`config.mk`:
```
export PLATFORM = sky130hd
export DESIGN_NAME = csv_field_tokenizer_flat
export DESIGN_NICKNAME = d
export VERILOG_FILES = /design/src/rtl/csvtok_pkg.sv /design/src/rtl/csvtok_req_if.sv /design/src/rtl/csvtok_res_if.sv /design/src/rtl/csv_field_tokenizer.sv /design/src/flat_wrapper.sv
export VERILOG_INCLUDE_DIRS = /design/src /design/src/rtl
export SDC_FILE = /design/constraint.sdc
export NUM_CORES = 1
export LEC_CHECK = 0
export BUFFER_PORTS_ARGS = -buffer_cell sky130_fd_sc_hd__buf_2
export CAP_MARGIN = 0
export CORE_UTILIZATION = 55
export CTS_BUF_LIST = sky130_fd_sc_hd__clkbuf_4 sky130_fd_sc_hd__clkbuf_8
export DETAILED_ROUTE_END_ITERATION = 10
export PLACE_DENSITY = 0.79
export SLEW_MARGIN = 20
export SYNTH_ARGS = -nofsm -noshare
export SYNTH_HDL_FRONTEND = slang
export SYNTH_SLANG_ARGS = --single-unit
```
`constraint.sdc`:
```
create_clock -name clk_i -period 6.63 [get_ports clk_i]
set_clock_uncertainty 0.05 [all_clocks]
set_input_delay 0.663 -clock clk_i [delete_from_list [all_inputs] [get_ports clk_i]]
set_output_delay 0.663 -clock clk_i [all_outputs]
set_load 0.01 [all_outputs]
```
`src/rtl/csv_field_tokenizer_assert.svh`:
```
// Assertion helpers, clocked on clk_i and disabled while rst_ni is low.
`ifndef CSV_FIELD_TOKENIZER_ASSERT_SVH
`define CSV_FIELD_TOKENIZER_ASSERT_SVH

// Same-cycle implication.
`define CSVTOK_ASSERT_NOW(label, ante, cons, msg) \
  label: assert property (@(posedge clk_i) disable iff (!rst_ni) (ante) |-> (cons)) \
    else $error(msg);

// Next-cycle implication.
`define CSVTOK_ASSERT_NEXT(label, ante, cons, msg) \
  label: assert property (@(posedge clk_i) disable iff (!rst_ni) (ante) |=> (cons)) \
    else $error(msg);

`endif

```
`src/rtl/csvtok_pkg.sv`:
```
`default_nettype none

package csvtok_pkg;

  localparam logic [7:0] CH_QUOTE      = 8'h22;
  localparam logic [7:0] CH_LF         = 8'h0A;
  localparam logic [7:0] CH_CR         = 8'h0D;
  localparam logic [7:0] DELIM_DEFAULT = 8'h2C;

  typedef enum logic [1:0] {
    KIND_BYTE  = 2'd0,
    KIND_FIELD = 2'd1,
    KIND_ROW   = 2'd2
  } kind_e;

  typedef enum logic {
    MODE_TEXT = 1'b0,
    MODE_EOT  = 1'b1
  } mode_e;

  typedef struct packed {
    kind_e       kind;
    logic [7:0]  value;
  } result_t;

endpackage

`default_nettype wire

```
`src/rtl/csvtok_req_if.sv`:
```
`default_nettype none

interface csvtok_req_if;
  logic       valid;
  logic       ready;
  logic       mode;
  logic [7:0] char_byte;

  modport source (output valid, output mode, output char_byte, input ready);
  modport sink   (input valid, input mode, input char_byte, output ready);
endinterface

`default_nettype wire

```
`src/rtl/csvtok_res_if.sv`:
```
`default_nettype none

interface csvtok_res_if;
  logic       valid;
  logic       ready;
  logic [1:0] kind;
  logic [7:0] value;

  modport source (output valid, output kind, output value, input ready);
  modport sink   (input valid, input kind, input value, output ready);
endinterface

`default_nettype wire

```
`src/rtl/csv_field_tokenizer.sv`:
```
// The result of an accepted request is registered in the output register, or in the skid entry when stalled.
// Throughput: one request per cycle; a request is taken while the output waits,
// with one skid entry behind the output register; ready drops only when it is full.
// Requests that cause no result (opening quote, swallowed LF, blank line) are accepted and push nothing.
// Reset clears all parser flags and both result entries; delimiter returns to comma.
`default_nettype none

`include "csv_field_tokenizer_assert.svh"

module csv_field_tokenizer
  import csvtok_pkg::*;
(
  input  wire logic        clk_i,
  input  wire logic        rst_ni,
  input  wire logic        cfg_we_i,
  input  wire logic [7:0]  cfg_wdata_i,
  csvtok_req_if.sink       req_i,
  csvtok_res_if.source     res_o
);

  logic [7:0] delim_q;
  logic       in_quoted_q, in_quoted_d;
  logic       quote_pend_q, quote_pend_d;
  logic       cr_pend_q, cr_pend_d;
  logic       has_data_q, has_data_d;
  logic       row_open_q, row_open_d;

  logic       out_valid_q;
  result_t    out_q;
  logic       skid_valid_q;
  result_t    skid_q;

  logic       acc;
  logic       pop;
  logic       push;
  logic       unq;
  result_t    res;
  logic [7:0] b;

  assign req_i.ready = !skid_valid_q;
  assign acc         = req_i.valid && req_i.ready;
  assign pop         = out_valid_q && res_o.ready;
  assign b           = req_i.char_byte;

  assign res_o.valid = out_valid_q;
  assign res_o.kind  = out_q.kind;
  assign res_o.value = out_q.value;

  always_comb begin
    in_quoted_d  = in_quoted_q;
    quote_pend_d = quote_pend_q;
    cr_pend_d    = cr_pend_q;
    has_data_d   = has_data_q;
    row_open_d   = row_open_q;
    push         = 1'b0;
    unq          = 1'b0;
    res.kind     = KIND_BYTE;
    res.value    = 8'h00;
    if (acc) begin
      if (mode_e'(req_i.mode) == MODE_EOT) begin
        push         = row_open_q || has_data_q;
        res.kind     = KIND_ROW;
        in_quoted_d  = 1'b0;
        quote_pend_d = 1'b0;
        cr_pend_d    = 1'b0;
        has_data_d   = 1'b0;
        row_open_d   = 1'b0;
      end else begin
        cr_pend_d = 1'b0;
        if (!(cr_pend_q && b == CH_LF)) begin
          if (in_quoted_q) begin
            if (quote_pend_q) begin
              quote_pend_d = 1'b0;
              if (b == CH_QUOTE) begin
                push       = 1'b1;
                res.value  = CH_QUOTE;
                has_data_d = 1'b1;
              end else begin
                in_quoted_d = 1'b0;
                unq         = 1'b1;
              end
            end else if (b == CH_QUOTE) begin
              quote_pend_d = 1'b1;
            end else begin
              push       = 1'b1;
              res.value  = b;
              has_data_d = 1'b1;
            end
          end else begin
            unq = 1'b1;
          end
          if (unq) begin
            if (b == CH_QUOTE && !has_data_q) begin
              in_quoted_d = 1'b1;
              row_open_d  = 1'b1;
            end else if (b == delim_q) begin
              push       = 1'b1;
              res.kind   = KIND_FIELD;
              has_data_d = 1'b0;
              row_open_d = 1'b1;
            end else if (b == CH_LF || b == CH_CR) begin
              cr_pend_d  = (b == CH_CR);
              push       = row_open_q || has_data_q;
              res.kind   = KIND_ROW;
              has_data_d = 1'b0;
              row_open_d = 1'b0;
            end else begin
              push       = 1'b1;
              res.value  = b;
              has_data_d = 1'b1;
              row_open_d = 1'b1;
            end
          end
        end
      end
    end
  end

  always_ff @(posedge clk_i or negedge rst_ni) begin
    if (!rst_ni) begin
      delim_q      <= DELIM_DEFAULT;
      in_quoted_q  <= 1'b0;
      quote_pend_q <= 1'b0;
      cr_pend_q    <= 1'b0;
      has_data_q   <= 1'b0;
      row_open_q   <= 1'b0;
    end else begin
      if (cfg_we_i) begin
        delim_q <= cfg_wdata_i;
      end
      in_quoted_q  <= in_quoted_d;
      quote_pend_q <= quote_pend_d;
      cr_pend_q    <= cr_pend_d;
      has_data_q   <= has_data_d;
      row_open_q   <= row_open_d;
    end
  end

  // advance output register from skid or new result; park in skid when stalled
  always_ff @(posedge clk_i or negedge rst_ni) begin
    if (!rst_ni) begin
      out_valid_q  <= 1'b0;
      skid_valid_q <= 1'b0;
    end else if (pop || !out_valid_q) begin
      if (skid_valid_q) begin
        out_valid_q  <= 1'b1;
        skid_valid_q <= push;
      end else begin
        out_valid_q  <= push;
      end
    end else if (push) begin
      skid_valid_q <= 1'b1;
    end
  end

  always_ff @(posedge clk_i) begin
    if (pop || !out_valid_q) begin
      if (skid_valid_q) begin
        out_q  <= skid_q;
        skid_q <= res;
      end else begin
        out_q  <= res;
      end
    end else if (push) begin
      skid_q <= res;
    end
  end

  `CSVTOK_ASSERT_NOW(a_skid_behind_out, skid_valid_q, out_valid_q, "skid full with output empty")
  `CSVTOK_ASSERT_NOW(a_marker_zero, out_valid_q && out_q.kind != KIND_BYTE,
                     out_q.value == 8'h00, "field or row end carries nonzero value")
  `CSVTOK_ASSERT_NOW(a_quote_in_quotes, quote_pend_q, in_quoted_q,
                     "quote pending outside quoted field")
  `CSVTOK_ASSERT_NEXT(a_eot_clears, acc && req_i.mode == MODE_EOT,
                      !in_quoted_q && !quote_pend_q && !cr_pend_q && !has_data_q && !row_open_q,
                      "end of text left parser state set")

endmodule

`default_nettype wire
```
`src/flat_wrapper.sv`:
```
// flat-port wrapper written by rule: the top's interface ports become plain ports
module csv_field_tokenizer_flat import csvtok_pkg::*;
  (clk_i, rst_ni, cfg_we_i, cfg_wdata_i, req_i_valid, req_i_mode, req_i_char_byte, req_i_ready, res_o_valid, res_o_kind, res_o_value, res_o_ready);
  csvtok_req_if req_i_i ();
  csvtok_res_if res_o_i ();
  input  wire logic clk_i;
  input  wire logic rst_ni;
  input  wire logic cfg_we_i;
  input  wire logic [7:0] cfg_wdata_i;
  input wire logic [$bits(req_i_i.valid)-1:0] req_i_valid;
  input wire logic [$bits(req_i_i.mode)-1:0] req_i_mode;
  input wire logic [$bits(req_i_i.char_byte)-1:0] req_i_char_byte;
  output wire logic [$bits(req_i_i.ready)-1:0] req_i_ready;
  output wire logic [$bits(res_o_i.valid)-1:0] res_o_valid;
  output wire logic [$bits(res_o_i.kind)-1:0] res_o_kind;
  output wire logic [$bits(res_o_i.value)-1:0] res_o_value;
  input wire logic [$bits(res_o_i.ready)-1:0] res_o_ready;
  assign req_i_i.valid = req_i_valid;
  assign req_i_i.mode = req_i_mode;
  assign req_i_i.char_byte = req_i_char_byte;
  assign req_i_ready = req_i_i.ready;
  assign res_o_valid = res_o_i.valid;
  assign res_o_kind = res_o_i.kind;
  assign res_o_value = res_o_i.value;
  assign res_o_i.ready = res_o_ready;
  csv_field_tokenizer u_core (.clk_i(clk_i), .rst_ni(rst_ni), .cfg_we_i(cfg_we_i), .cfg_wdata_i(cfg_wdata_i), .req_i(req_i_i), .res_o(res_o_i));
endmodule
```
* Word-level counts from Yosys, hierarchy flattened *
Cells that the tools add are included.

storage, ports and cells
  flip-flop bits (word level) = 35
  logic and storage cells = 104
  bits of input ports = 22

cells by class
  equal/unequal tests = 6
  multiplexer cells = 69
  reduce and logical (&&, ||, !) cells = 17

operator list
  operator                                       number
  2-to-1 mux 10 bit                              8
  2-to-1 mux 1 bit                               51
  2-to-1 mux 8 bit                               6
  == test 8 x 4 -> 1 bit, second input constant  2
  == test 8 x 6 -> 1 bit, second input constant  1
  == test 8 bit                                  1
  2-to-1 mux 2 bit                               3
  2-to-1 mux 6 bit                               1
  AND reduction 3 bit                            2
  nonzero test 2 bit                             3
  logical AND 1 bit                              4
  AND reduction 2 bit                            2
  zero test 1 bit                                3
  logical OR 1 bit                               3
  != test 2 x 1 -> 1 bit, second input constant  1
  != test 2 bit, second input constant           1

* Depth between registers and ports, before layout *
Gate-level depths: netlist of run 1.

  depth in word-level cells = 13
  mapped depth = 10
  gate-level depth less buffers = 8

* Worst setup path before layout of run 1 *
No wires, ideal clock.

  path kind = input to register
  start point = input port req_i_char_byte[4]
  end point = register u_core.skid_q[0] (netlist bit) (enable)
  setup slack = 3.010 ns
  data required time = 6.187 ns
  stages = 9
  arrival = 3.177 ns
  cell sequence = or3_1 buf_6 or3_1 ha_1 nor2b_1 or3_1 a211oi_1 o31a_1 o31ai_1

between the ends
  word-level cells in the longest chain between the ends = 13
  elaborated cells on any way between the ends = 25
  classes of those cells = 4 x eq/ne; 16 x mux; 5 x reduce/logical

RTL lines
  what                             RTL line                                                                         RTL
  start: declaration               flat_wrapper.sv:12                                                               input wire logic [$bits(req_i_i.char_byte)-1:0] req_i_char_byte;
  == test 8 x 6 -> 1 bit           csv_field_tokenizer.sv:74, csv_field_tokenizer.sv:82, csv_field_tokenizer.sv:93
  2-to-1 mux 1 bit                 csv_field_tokenizer.sv:74, csv_field_tokenizer.sv:82
  2-to-1 mux 1 bit                 csv_field_tokenizer.sv:72                                                        if (quote_pend_q) begin
  2-to-1 mux 1 bit                 csv_field_tokenizer.sv:71                                                        if (in_quoted_q) begin
  2-to-1 mux 1 bit                 csv_field_tokenizer.sv:70                                                        if (!(cr_pend_q && b == CH_LF)) begin
  2-to-1 mux 1 bit                 csv_field_tokenizer.sv:60                                                        if (mode_e'(req_i.mode) == MODE_EOT) begin
  2-to-1 mux 1 bit                 csv_field_tokenizer.sv:59                                                        if (acc) begin
  2-to-1 mux 1 bit                 csv_field_tokenizer.sv:92                                                        if (unq) begin
  2-to-1 mux 1 bit *               csv_field_tokenizer.sv:70
  2-to-1 mux 1 bit *               csv_field_tokenizer.sv:60
  2-to-1 mux 1 bit *               csv_field_tokenizer.sv:59
  nonzero test 2 bit (no line) *   -
  AND reduction 2 bit (no line) *  -
  end signal: assignment           csv_field_tokenizer.sv:160                                                       skid_q <= res;
  end signal: assignment           csv_field_tokenizer.sv:165                                                       skid_q <= res;
  end: declaration                 csv_field_tokenizer.sv:31                                                        result_t skid_q;

Every way passes the cells marked *; elsewhere a longest branch is shown, timed or not. The select of a mux whose other input is x is not followed.
A chain may end at the register's enable or synchronous reset.

* Worst setup path after layout of run 1 *
  start point = input port req_i_char_byte[4]
  end point = register u_core.skid_q[4] (netlist bit) (enable)

Same word-level chain as after synthesis.

==> impl_metrics.tcl, run 1 <==
set metrics [dict create \
    syn-cell-area_um2 1860 \
    initial_antenna_violation_count 0 \
    min_path_type "in2async" \
    outcome "complete, no violations" \
    rsz_0062_raised_after_global_routing "no" \
    final-hold-violation-count 0 \
    wl_mm 3.56 \
    synth_top_area_frac 0.323 \
    synth-edff-count 20 \
    post-cts-setup-buffers 0 \
    slew-limit-headroom 0.510 \
    grt_first_pass_wirelength_mm 6.09 \
    clock_tree.root_cell "clkbuf_4" \
    cp.required_ns 6.63 \
    grt_start_max_net_pins 16 \
    vias 1316 \
    initial_utilization 0.594 \
    io-pin-count 34 \
    synth_common_cells "20 x edfxtp_1, 17 x nand2_1, 12 x dfrtp_1, 12 x nor2_1" \
    syn-num-nets 180 \
    setup_ws_ns 3.57 \
    p_leak_nw 0.873 \
    design_power_total_w 0.000463 \
    antenna_cells_inserted 0 \
    final.fill_count 256 \
    post-route-period-util 0.461 \
    hold_buffers 0 \
    drt.antenna.violating_nets 0 \
    final_period_minus_worst_setup_slack_ns 3.06 \
    floorplan.die_area_um2 3620 \
    synth_area_leader_cell "edfxtp_1" \
    insertion_delay_ns 0.33 \
    worst_slew_pin_slew_ns 0.729 \
    avgSynthCellArea_um2 11.9 \
    critical_path_arrival_ns 3.06 \
    final_layout_size_suffix_gt1_frac 0.339 \
    ctsHtreeMaxLevel 2 \
    drc_errors 0 \
    fraction_of_registers_with_async_set_or_reset_after_synthesis 0.429 \
    final.setup.tns_ns 0 \
    clk_pin_slew_worst_paths_ns 0.10 \
    drt_pass1_iterations 4 \
    synth.distinct_cells 46 \
    clock_path_buffers 2 \
    die_height_um 60.1 \
    globalRouteOverflowTotal 0 \
    row_count 20 \
    worst_setup_path_end_kind "register" \
    setup_viol_count_final 0 \
    drv.max_cap_violation_count 0 \
    critical_path.cell_chain "buf_2, or3_1, or3_1, ha_1, nor2b_1, or3_1, a211oi_1, o31a_1, o31ai_1, buf_4" \
    buffer_ports.inserted 33 \
    first_iter_violations 64 \
    timing.critical_path.slowest_stage_cell "or3_1" \
    crit_path_max_fanout 10 \
    place_congestion 0.839 \
    ys.flop_type "edfxtp_1" \
    peakVddDrop_v 0.000106 \
    layout-area-overhead-vs-synth_pct 12.7 \
    grt_pass1_vias 1284 \
    fmax_mhz 327 \
    hpwl_mm 2.70 \
    sequential_element_share_of_the_synthesized_area 0.527 \
    post_drt_wl_per_cell_um 15.1 \
    clock_sinks 35 \
    postCtsResizedCells 0 \
    total_of_flip_flops_plus_latches_after_synthesis 35 \
    vias_per_cell 5.58 \
    postLayoutCoreUtil 0.670 \
    design.core.area_um2 3130 \
    crit_top_cell "or3_1" \
    worstSetupPathType "in2reg" \
    synthesis.yosys.warnings 0 \
    critical_path.startpoint_type "primary input" \
    postSynthCellCount 156 \
    synth_area_leaders "edfxtp_1 32%, dfrtp_1 16%, mux2_2 4.8%, dfstp_2 4.2%, xor2_1 3.8%" \
    die_width_um 60.1 \
    gr-usage-all-layers 0.234 \
    power.density_nw_per_um2 221 \
    place_ws_ns 3.24 \
    layout.nets 215 \
    yosys.cell_count.top_type "edfxtp_1" \
    finalMaxSlewViolations 0 \
    cts_tree "built" \
    max_stage_delay_ns 0.53 \
    cts-buffers-inserted 5 \
]
where the power goes:
group | switching [W] | leakage, nW | total, W | internal (W)
logic | 0.0000465 | 0.458 | 0.0000785 | 0.0000319
registers | 0.0000122 | 0.381 | 0.000271 | 0.000259
clock network | 0.0000696 | 0.0331 | 0.000113 | 0.0000439
layout by cell type (no fill, tap or decap), drive strengths merged:
cell type / count
buf: 34
edfxtp: 20
nand2: 17
nor2: 12
dfrtp: 12
o21ai: 11
xor2: 8
mux2: 8
clkbuf: 6
inv: 5
nor3: 5
nand2b: 4
o31ai: 4
or3: 4
a21oi: 4
dfstp: 3
a22oi: 3
nor4: 3
a21o: 2
nand3b: 2
o31a: 2
a211oi: 2
nor2b: 2
o22ai: 2
ha: 2
nor3b: 2
clkinv: 2
or3b: 1
or4bb: 1
o41ai: 1
a211o: 1
and2: 1
a21boi: 1
o211ai: 1
nand3: 1
o22a: 1
or4: 1
a22o: 1
worst max-delay path: cells and delay by family:
family / cells / cell delay (ns)
AOI/OAI and AO/OA: 3 / 0.58
adders and majority gates: 1 / 0.23
buffers and inverters: 2 / 0.34
and+or+nand+nor: 4 / 1.25
state kept, by name, summed over array words and instances, names as in the netlist:
register,flops
u_core.delim_q,8
u_core.has_data_q,1
u_core.skid_q,10
u_core.in_quoted_q,1
u_core.res_o.valid,1
u_core.res_o.value,8
u_core.quote_pend_q,1
u_core.row_open_q,1
u_core.skid_valid_q,1
u_core.res_o.kind,2
u_core.cr_pend_q,1
cells by family (layout without fill, tap and decap cells):
group / after synthesis / after routing / share of synthesized area
buffers and inverters: 11 / 47 / 0.0350
adders and majority gates: 2 / 2 / 0.0135
AOI/OAI and AO/OA: 36 / 36 / 0.169
DFF: 35 / 35 / 0.527
muxes: 8 / 8 / 0.0485
and+or+nand+nor: 56 / 56 / 0.170
xor gates and xnor gates: 8 / 8 / 0.0377
layout make-up:
| cell class | count | area (µm²) | share of cell area |
|---|---|---|---|
| tap | 44 | 55.1 | 0.0263 |
| sequential | 35 | 980 | 0.468 |
| clock buffer | 6 | 45.0 | 0.0215 |
| multi-input combinational | 110 | 815 | 0.389 |
| timing repair buffer | 34 | 173 | 0.0824 |
| inverter | 5 | 18.8 | 0.00896 |
| clock inverter | 2 | 8.76 | 0.00418 |
worst paths after layout:
kind	startpoint	to	slack [ns]	cells past startpoint
min	rst_ni	u_core.res_o.valid	0.16	1
max	req_i_char_byte[4]	u_core.skid_q[4]	3.57	10
max reg2reg	u_core.delim_q[5]	u_core.skid_q[4]	4.19	6
min in group clk_i	u_core.delim_q[1]	u_core.delim_q[1]	0.48	1
max in group asynchronous	rst_ni	u_core.delim_q[5]	6.07	1
min reg2reg	u_core.delim_q[1]	u_core.delim_q[1]	0.48	1
metrics by stage:
stage / instances / hold WS (ns) / area [µm²]
2_1_floorplan: 156 / 0.317 / 1860
3_3_place_gp: 228 / 0.453 / 2040
3_5_place_dp: 228 / 0.458 / 2040
4_1_cts: 236 / 0.153 / 2090
5_1_grt: 236 / 0.170 / 2090
6_report: 236 / 0.162 / 2090
metal layers:
| metal | global-route usage | up-vias | part of all wire | wire length (µm) |
|---|---|---|---|---|
| met2 | 0.364 | 51 | 0.48 | 1700 |
| met4 | 0.126 | 0 | 0.018 | 63 |
| met1 | 0.309 | 615 | 0.46 | 1630 |
| met3 | 0.0390 | 7 | 0.048 | 172 |
| met5 | 0 | - | 0 | 0 |
| li1 | - | 643 | - | - |
Power figures use the tool's default switching activity.
==> run 2, diff against run 1 <==
CORE_UTILIZATION = 52   (was 55)
PLACE_DENSITY = 0.78   (was 0.79)
clock period = 2.6 ns   (was 6.63 ns; I/O delays follow)
==> impl_metrics.tcl, run 2 (synthesis results as in run 1) <==
set metrics [dict create \
    outcome "complete, no violations" \
    crit_path_max_fanout 10 \
    clk_pin_slew_worst_paths_ns 0.10 \
    layout.nets 231 \
    drt_pass1_iterations 4 \
    hold_slack_ns 0.104 \
    worst_setup_path_end_kind "register" \
    fmax_mhz 410 \
    wl_mm 3.62 \
    numPlacedInstances 245 \
    io-pin-count 34 \
    peakVddDrop_v 0.000307 \
    final_period_minus_worst_setup_slack_ns 2.44 \
    grt_start_max_net_pins 16 \
    clock_path_buffers 2 \
    floorplan.die_area_um2 3820 \
    cts_tree "built" \
    top_register "u_core.skid_q" \
    die_height_um 61.8 \
    globalRouteOverflowTotal 0 \
    grt_first_pass_wirelength_mm 6.11 \
    initial_antenna_violation_count 0 \
    hpwl_mm 2.76 \
    drt.antenna.violating_nets 0 \
    critical_path_arrival_ns 2.44 \
    largest_register_ff_count 10 \
    post_drt_wl_per_cell_um 14.3 \
    hold_buffers 1 \
    row_count 21 \
    layout-area-overhead-vs-synth_pct 23.6 \
    layout.cells.non_filler 254 \
    drv.max_cap_violation_count 0 \
    worst_slew_pin_slew_ns 0.664 \
    layout.cells.most_common "buf_2" \
    vias_per_cell 5.53 \
    post-cts-setup-buffers 0 \
    initial_utilization 0.549 \
    final.fill_count 255 \
    grt_pass1_vias 1320 \
    finalMaxSlewViolations 0 \
    slew-limit-headroom 0.557 \
    drc_errors 0 \
    final_cell_mix "33 x buf_2, 20 x edfxtp_1, 17 x nand2_1" \
    setup_viol_count_final 0 \
    cp.required_ns 2.60 \
    antenna_cells_inserted 0 \
    die_width_um 61.8 \
    place_congestion 0.869 \
    final_layout_size_suffix_gt1_frac 0.399 \
    min_path_type "in2reg" \
    buffer_ports.inserted 33 \
    ctsHtreeMaxLevel 2 \
    insertion_delay_ns 0.33 \
    post-route-period-util 0.938 \
    gr-usage-all-layers 0.225 \
    clock_tree.root_cell "clkbuf_4" \
    rsz_0062_raised_after_global_routing "no" \
    final-hold-violation-count 0 \
    p_leak_nw 0.972 \
    power.density_nw_per_um2 566 \
    vias 1404 \
    clock_sinks 35 \
    final.setup.tns_ns 0 \
    critical_path.startpoint_type "primary input" \
    first_iter_violations 67 \
    postCtsResizedCells 0 \
    worstSetupPathType "in2reg" \
    cts-buffers-inserted 5 \
    design.core.area_um2 3390 \
]
-- run 2: worst paths after layout --
check                               startpoint                    end  slack [ns]  cells past startpoint
max                         req_i_char_byte[2]       u_core.skid_q[1]        0.16                     10
min                             cfg_wdata_i[0]      u_core.delim_q[0]        0.10                      2
max reg2reg                u_core.quote_pend_q       u_core.skid_q[1]        0.34                      7
min reg2reg                   u_core.skid_q[7]  u_core.res_o.value[7]        0.48                      2
max in group asynchronous               rst_ni      u_core.delim_q[2]        1.89                      2
min in group asynchronous               rst_ni       u_core.cr_pend_q        0.30                      2
-- run 2: metrics by stage --
stage               cell area (µm²)  power [W]  setup WS (ns)   util
CTS                            2300    0.00131          0.170  0.678
floorplan                      1900   0.000833         -0.140      -
global placement               2210   0.000925        -0.0699  0.653
finish                         2300    0.00130          0.160  0.678
global route                   2300    0.00137          0.121  0.678
detailed placement             2210   0.000935         -0.127  0.653
-- run 2: layout make-up --
type	instances	area, µm²	area share
inverter	5	18.8	0.00817
sequential	35	980	0.426
multi-input combinational	110	846	0.368
timing repair buffer	50	320	0.139
tap	46	57.6	0.0250
clock inverter	3	38.8	0.0169
clock buffer	5	37.5	0.0163
-- run 2: critical path, stage by stage --
cell and delay [ns]:
buf_2 0.11, or3b_1 0.38, or3_4 0.40, ha_4 0.17
nor2b_1 0.18, or3_1 0.14, a211oi_1 0.04, o31a_1 0.30
o31ai_4 0.30, buf_12 0.17
-- run 2: power by group --
part | leakage, nW | switching [W] | internal, W | total, W
Clock | 0.0426 | 0.000179 | 0.000198 | 0.000376
Combinational | 0.548 | 0.000132 | 0.000106 | 0.000238
Sequential | 0.381 | 0.0000256 | 0.000660 | 0.000686
Total | 0.972 | 0.000336 | 0.000964 | 0.00130
-- run 2: layer usage --
metal,GRT usage,vias up,routed length [µm],part of all wire
met2,0.359,50,1760,0.49
met3,0.0476,13,161,0.044
li1,-,676,-,-
met5,0,-,0,0
met1,0.287,665,1590,0.44
met4,0.121,0,106,0.029
==> run 3, diff against run 2 <==
ABC_AREA = 1   (was not set)
BUFFER_PORTS_ARGS = -buffer_cell sky130_fd_sc_hd__clkbuf_2   (was -buffer_cell sky130_fd_sc_hd__buf_2)
CORE_UTILIZATION = 51   (was 52)
PLACE_DENSITY = 0.77   (was 0.78)
==> impl_metrics.tcl, run 3 <==
set metrics [dict create \
    outcome "complete, no violations" \
    p_leak_nw 0.983 \
    layout-area-overhead-vs-synth_pct 15.5 \
    vias_per_cell 4.82 \
    drv.max_cap_violation_count 0 \
    die_height_um 60.9 \
    power.density_nw_per_um2 574 \
    clock_tree.root_cell "clkbuf_4" \
    floorplan.die_area_um2 3710 \
    place_ws_ns 0.423 \
    synth_common_cells "52 x nand2_1, 22 x inv_1, 20 x edfxtp_1" \
    syn-cell-area_um2 1770 \
    gr-usage-all-layers 0.195 \
    clock_path_buffers 2 \
    design_power_total_w 0.00117 \
    layout.nets 257 \
    ys.flop_type "edfxtp_1" \
    min_delay_path_depth 3 \
    avgSynthCellArea_um2 9.13 \
    globalRouteOverflowTotal 0 \
    syn-num-nets 218 \
    synth-edff-count 20 \
    yosys.cell_count.top_type "nand2_1" \
    largest_register_ff_count 10 \
    setup_ws_ns 0.598 \
    setup_viol_count_final 0 \
    critical_path.startpoint_type "register" \
    synthesis.yosys.warnings 0 \
    hpwl_mm 2.37 \
    place_congestion 0.897 \
    clk_pin_slew_worst_paths_ns 0.10 \
    post-cts-setup-buffers 0 \
    multi_input_comb_area_um2 656 \
    post_drt_wl_per_cell_um 10.7 \
    rsz_0062_raised_after_global_routing "no" \
    critical_path_arrival_ns 2.01 \
    io-pin-count 34 \
    worst_slew_pin_slew_ns 0.450 \
    worstSetupPathType "reg2reg" \
    antenna_cells_inserted 0 \
    row_count 21 \
    initial_antenna_violation_count 0 \
    worst_setup_path_end_kind "register" \
    vias 1349 \
    final_cell_mix "52 x nand2_1, 33 x clkbuf_2, 22 x inv_1" \
    final.fill_count 305 \
    clock_sinks 35 \
    hp-start "cfg_wdata_i[6]" \
    cp.required_ns 2.60 \
    drt_pass1_iterations 4 \
    cts-buffers-inserted 5 \
    min_path_type "in2reg" \
    cts_tree "built" \
    crit_path_max_fanout 10 \
    fmax_mhz 499 \
    regArea_um2 980 \
    final-hold-violation-count 0 \
    synth.distinct_cells 23 \
    drt.antenna.violating_nets 0 \
    finalMaxSlewViolations 0 \
    sequential_element_share_of_the_synthesized_area 0.553 \
    postSynthCellCount 194 \
    first_iter_violations 52 \
    grt_start_max_net_pins 16 \
    final.setup.tns_ns 0 \
    final_period_minus_worst_setup_slack_ns 2.00 \
    timing.rr.end "u_core.skid_q[4]" \
    buffer_ports.inserted 33 \
    total_of_flip_flops_plus_latches_after_synthesis 35 \
    wl_mm 3.00 \
    grt_pass1_vias 1168 \
    slew-limit-headroom 0.700 \
    grt_first_pass_wirelength_mm 5.04 \
    ctsHtreeMaxLevel 2 \
    post-route-period-util 0.770 \
    whs_endpoint "u_core.delim_q[6]" \
    drc_errors 0 \
    design.core.area_um2 3340 \
    insertion_delay_ns 0.34 \
    die_width_um 60.9 \
    final_layout_size_suffix_gt1_frac 0.321 \
    fraction_of_registers_with_async_set_or_reset_after_synthesis 0.429 \
    peakVddDrop_v 0.000288 \
    synth_area_leader_cell "edfxtp_1" \
    r2r_cells 10 \
    crit-reg2reg-launch "u_core.delim_q[2]" \
    initial_utilization 0.531 \
    synth_top_area_frac 0.339 \
    synth_area_leaders "edfxtp_1 34%, dfrtp_1 17%, nand2_1 11%, inv_1 4.7%, dfstp_2 4.5%" \
    regToRegSetupSlack_ns 0.60 \
    top_register "u_core.skid_q" \
    layout.cells.most_common "nand2_1" \
]
-- run 3: metal layers --
| metal | global-route usage | share of wire |
|---|---|---|
| met3 | 0.0597 | 0.042 |
| met1 | 0.251 | 0.46 |
| met5 | 0 | 0 |
| met4 | 0.0942 | 0.018 |
| met2 | 0.301 | 0.48 |
-- run 3: final cells by class --
| type | count | share of cell area |
|---|---|---|
| clock buffer | 6 | 0.0220 |
| clock inverter | 2 | 0.00428 |
| inverter | 31 | 0.0569 |
| multi-input combinational | 125 | 0.320 |
| sequential | 35 | 0.479 |
| tap | 46 | 0.0281 |
| timing repair buffer | 35 | 0.0893 |
-- run 3: timing repair --
item | 4_1_cts | 5_1_grt
resized for setup | 0 | 0
endpoints found under the hold margin | 12 | 0
hold buffers | 1 | 0
-- run 3: worst max path at each step --
stage / cells past startpoint / startpoint / slack [ns] / end
after CTS: 10 / u_core.delim_q[2] / 0.63 / u_core.skid_q[9]
after floorplan: 11 / req_i_char_byte[2] / 0.42 / u_core.skid_q[0]
after detailed placement: 13 / req_i_char_byte[2] / 0.42 / u_core.skid_q[6]
after global placement: 13 / req_i_char_byte[2] / 0.43 / u_core.skid_q[7]
final: 10 / u_core.delim_q[2] / 0.60 / u_core.skid_q[4]
after global routing: 10 / u_core.delim_q[2] / 0.48 / u_core.skid_q[4]
-- run 3: worst max-delay path, cell delays in order (launching register included) --
cell and delay (ns):
dfstp_2 0.55, xnor2_1 0.11, nand2_1 0.07, nor2_1 0.18
nand2_2 0.13, nand3_1 0.10, nand2_1 0.06, nand2_1 0.05
nand2_1 0.09, o21ai_1 0.13, buf_4 0.20
-- run 3: stage by stage --
| stage | utilization | cell area (µm²) | instances | hold WS (ns) |
|---|---|---|---|---|
| 5_1_grt | 0.613 | 2050 | 280 | 0.0706 |
| 3_3_place_gp | 0.594 | 1980 | 271 | 0.146 |
| 3_5_place_dp | 0.594 | 1980 | 271 | 0.143 |
| 4_1_cts | 0.613 | 2050 | 280 | 0.0581 |
| 6_report | 0.613 | 2050 | 280 | 0.0649 |
| 2_1_floorplan | - | 1770 | 194 | -0.0856 |
-- run 3: cells by family (layout without fill, tap and decap cells) --
family | after synthesis | in the layout | synth area share
xor gates and xnor gates | 4 | 4 | 0.0198
and+or+nand+nor | 86 | 86 | 0.213
DFF | 35 | 35 | 0.553
adders and majority gates | 2 | 2 | 0.0141
AOI/OAI and AO/OA | 29 | 29 | 0.0975
muxes | 4 | 4 | 0.0254
buffers and inverters | 34 | 74 | 0.0763
-- run 3: report_power, final --
part	leakage (nW)	switching [W]	total (W)	internal, W
registers	0.386	0.0000280	0.000691	0.000663
clock network	0.0331	0.000174	0.000286	0.000112
logic	0.564	0.000119	0.000197	0.0000774
total	0.983	0.000321	0.00117	0.000853
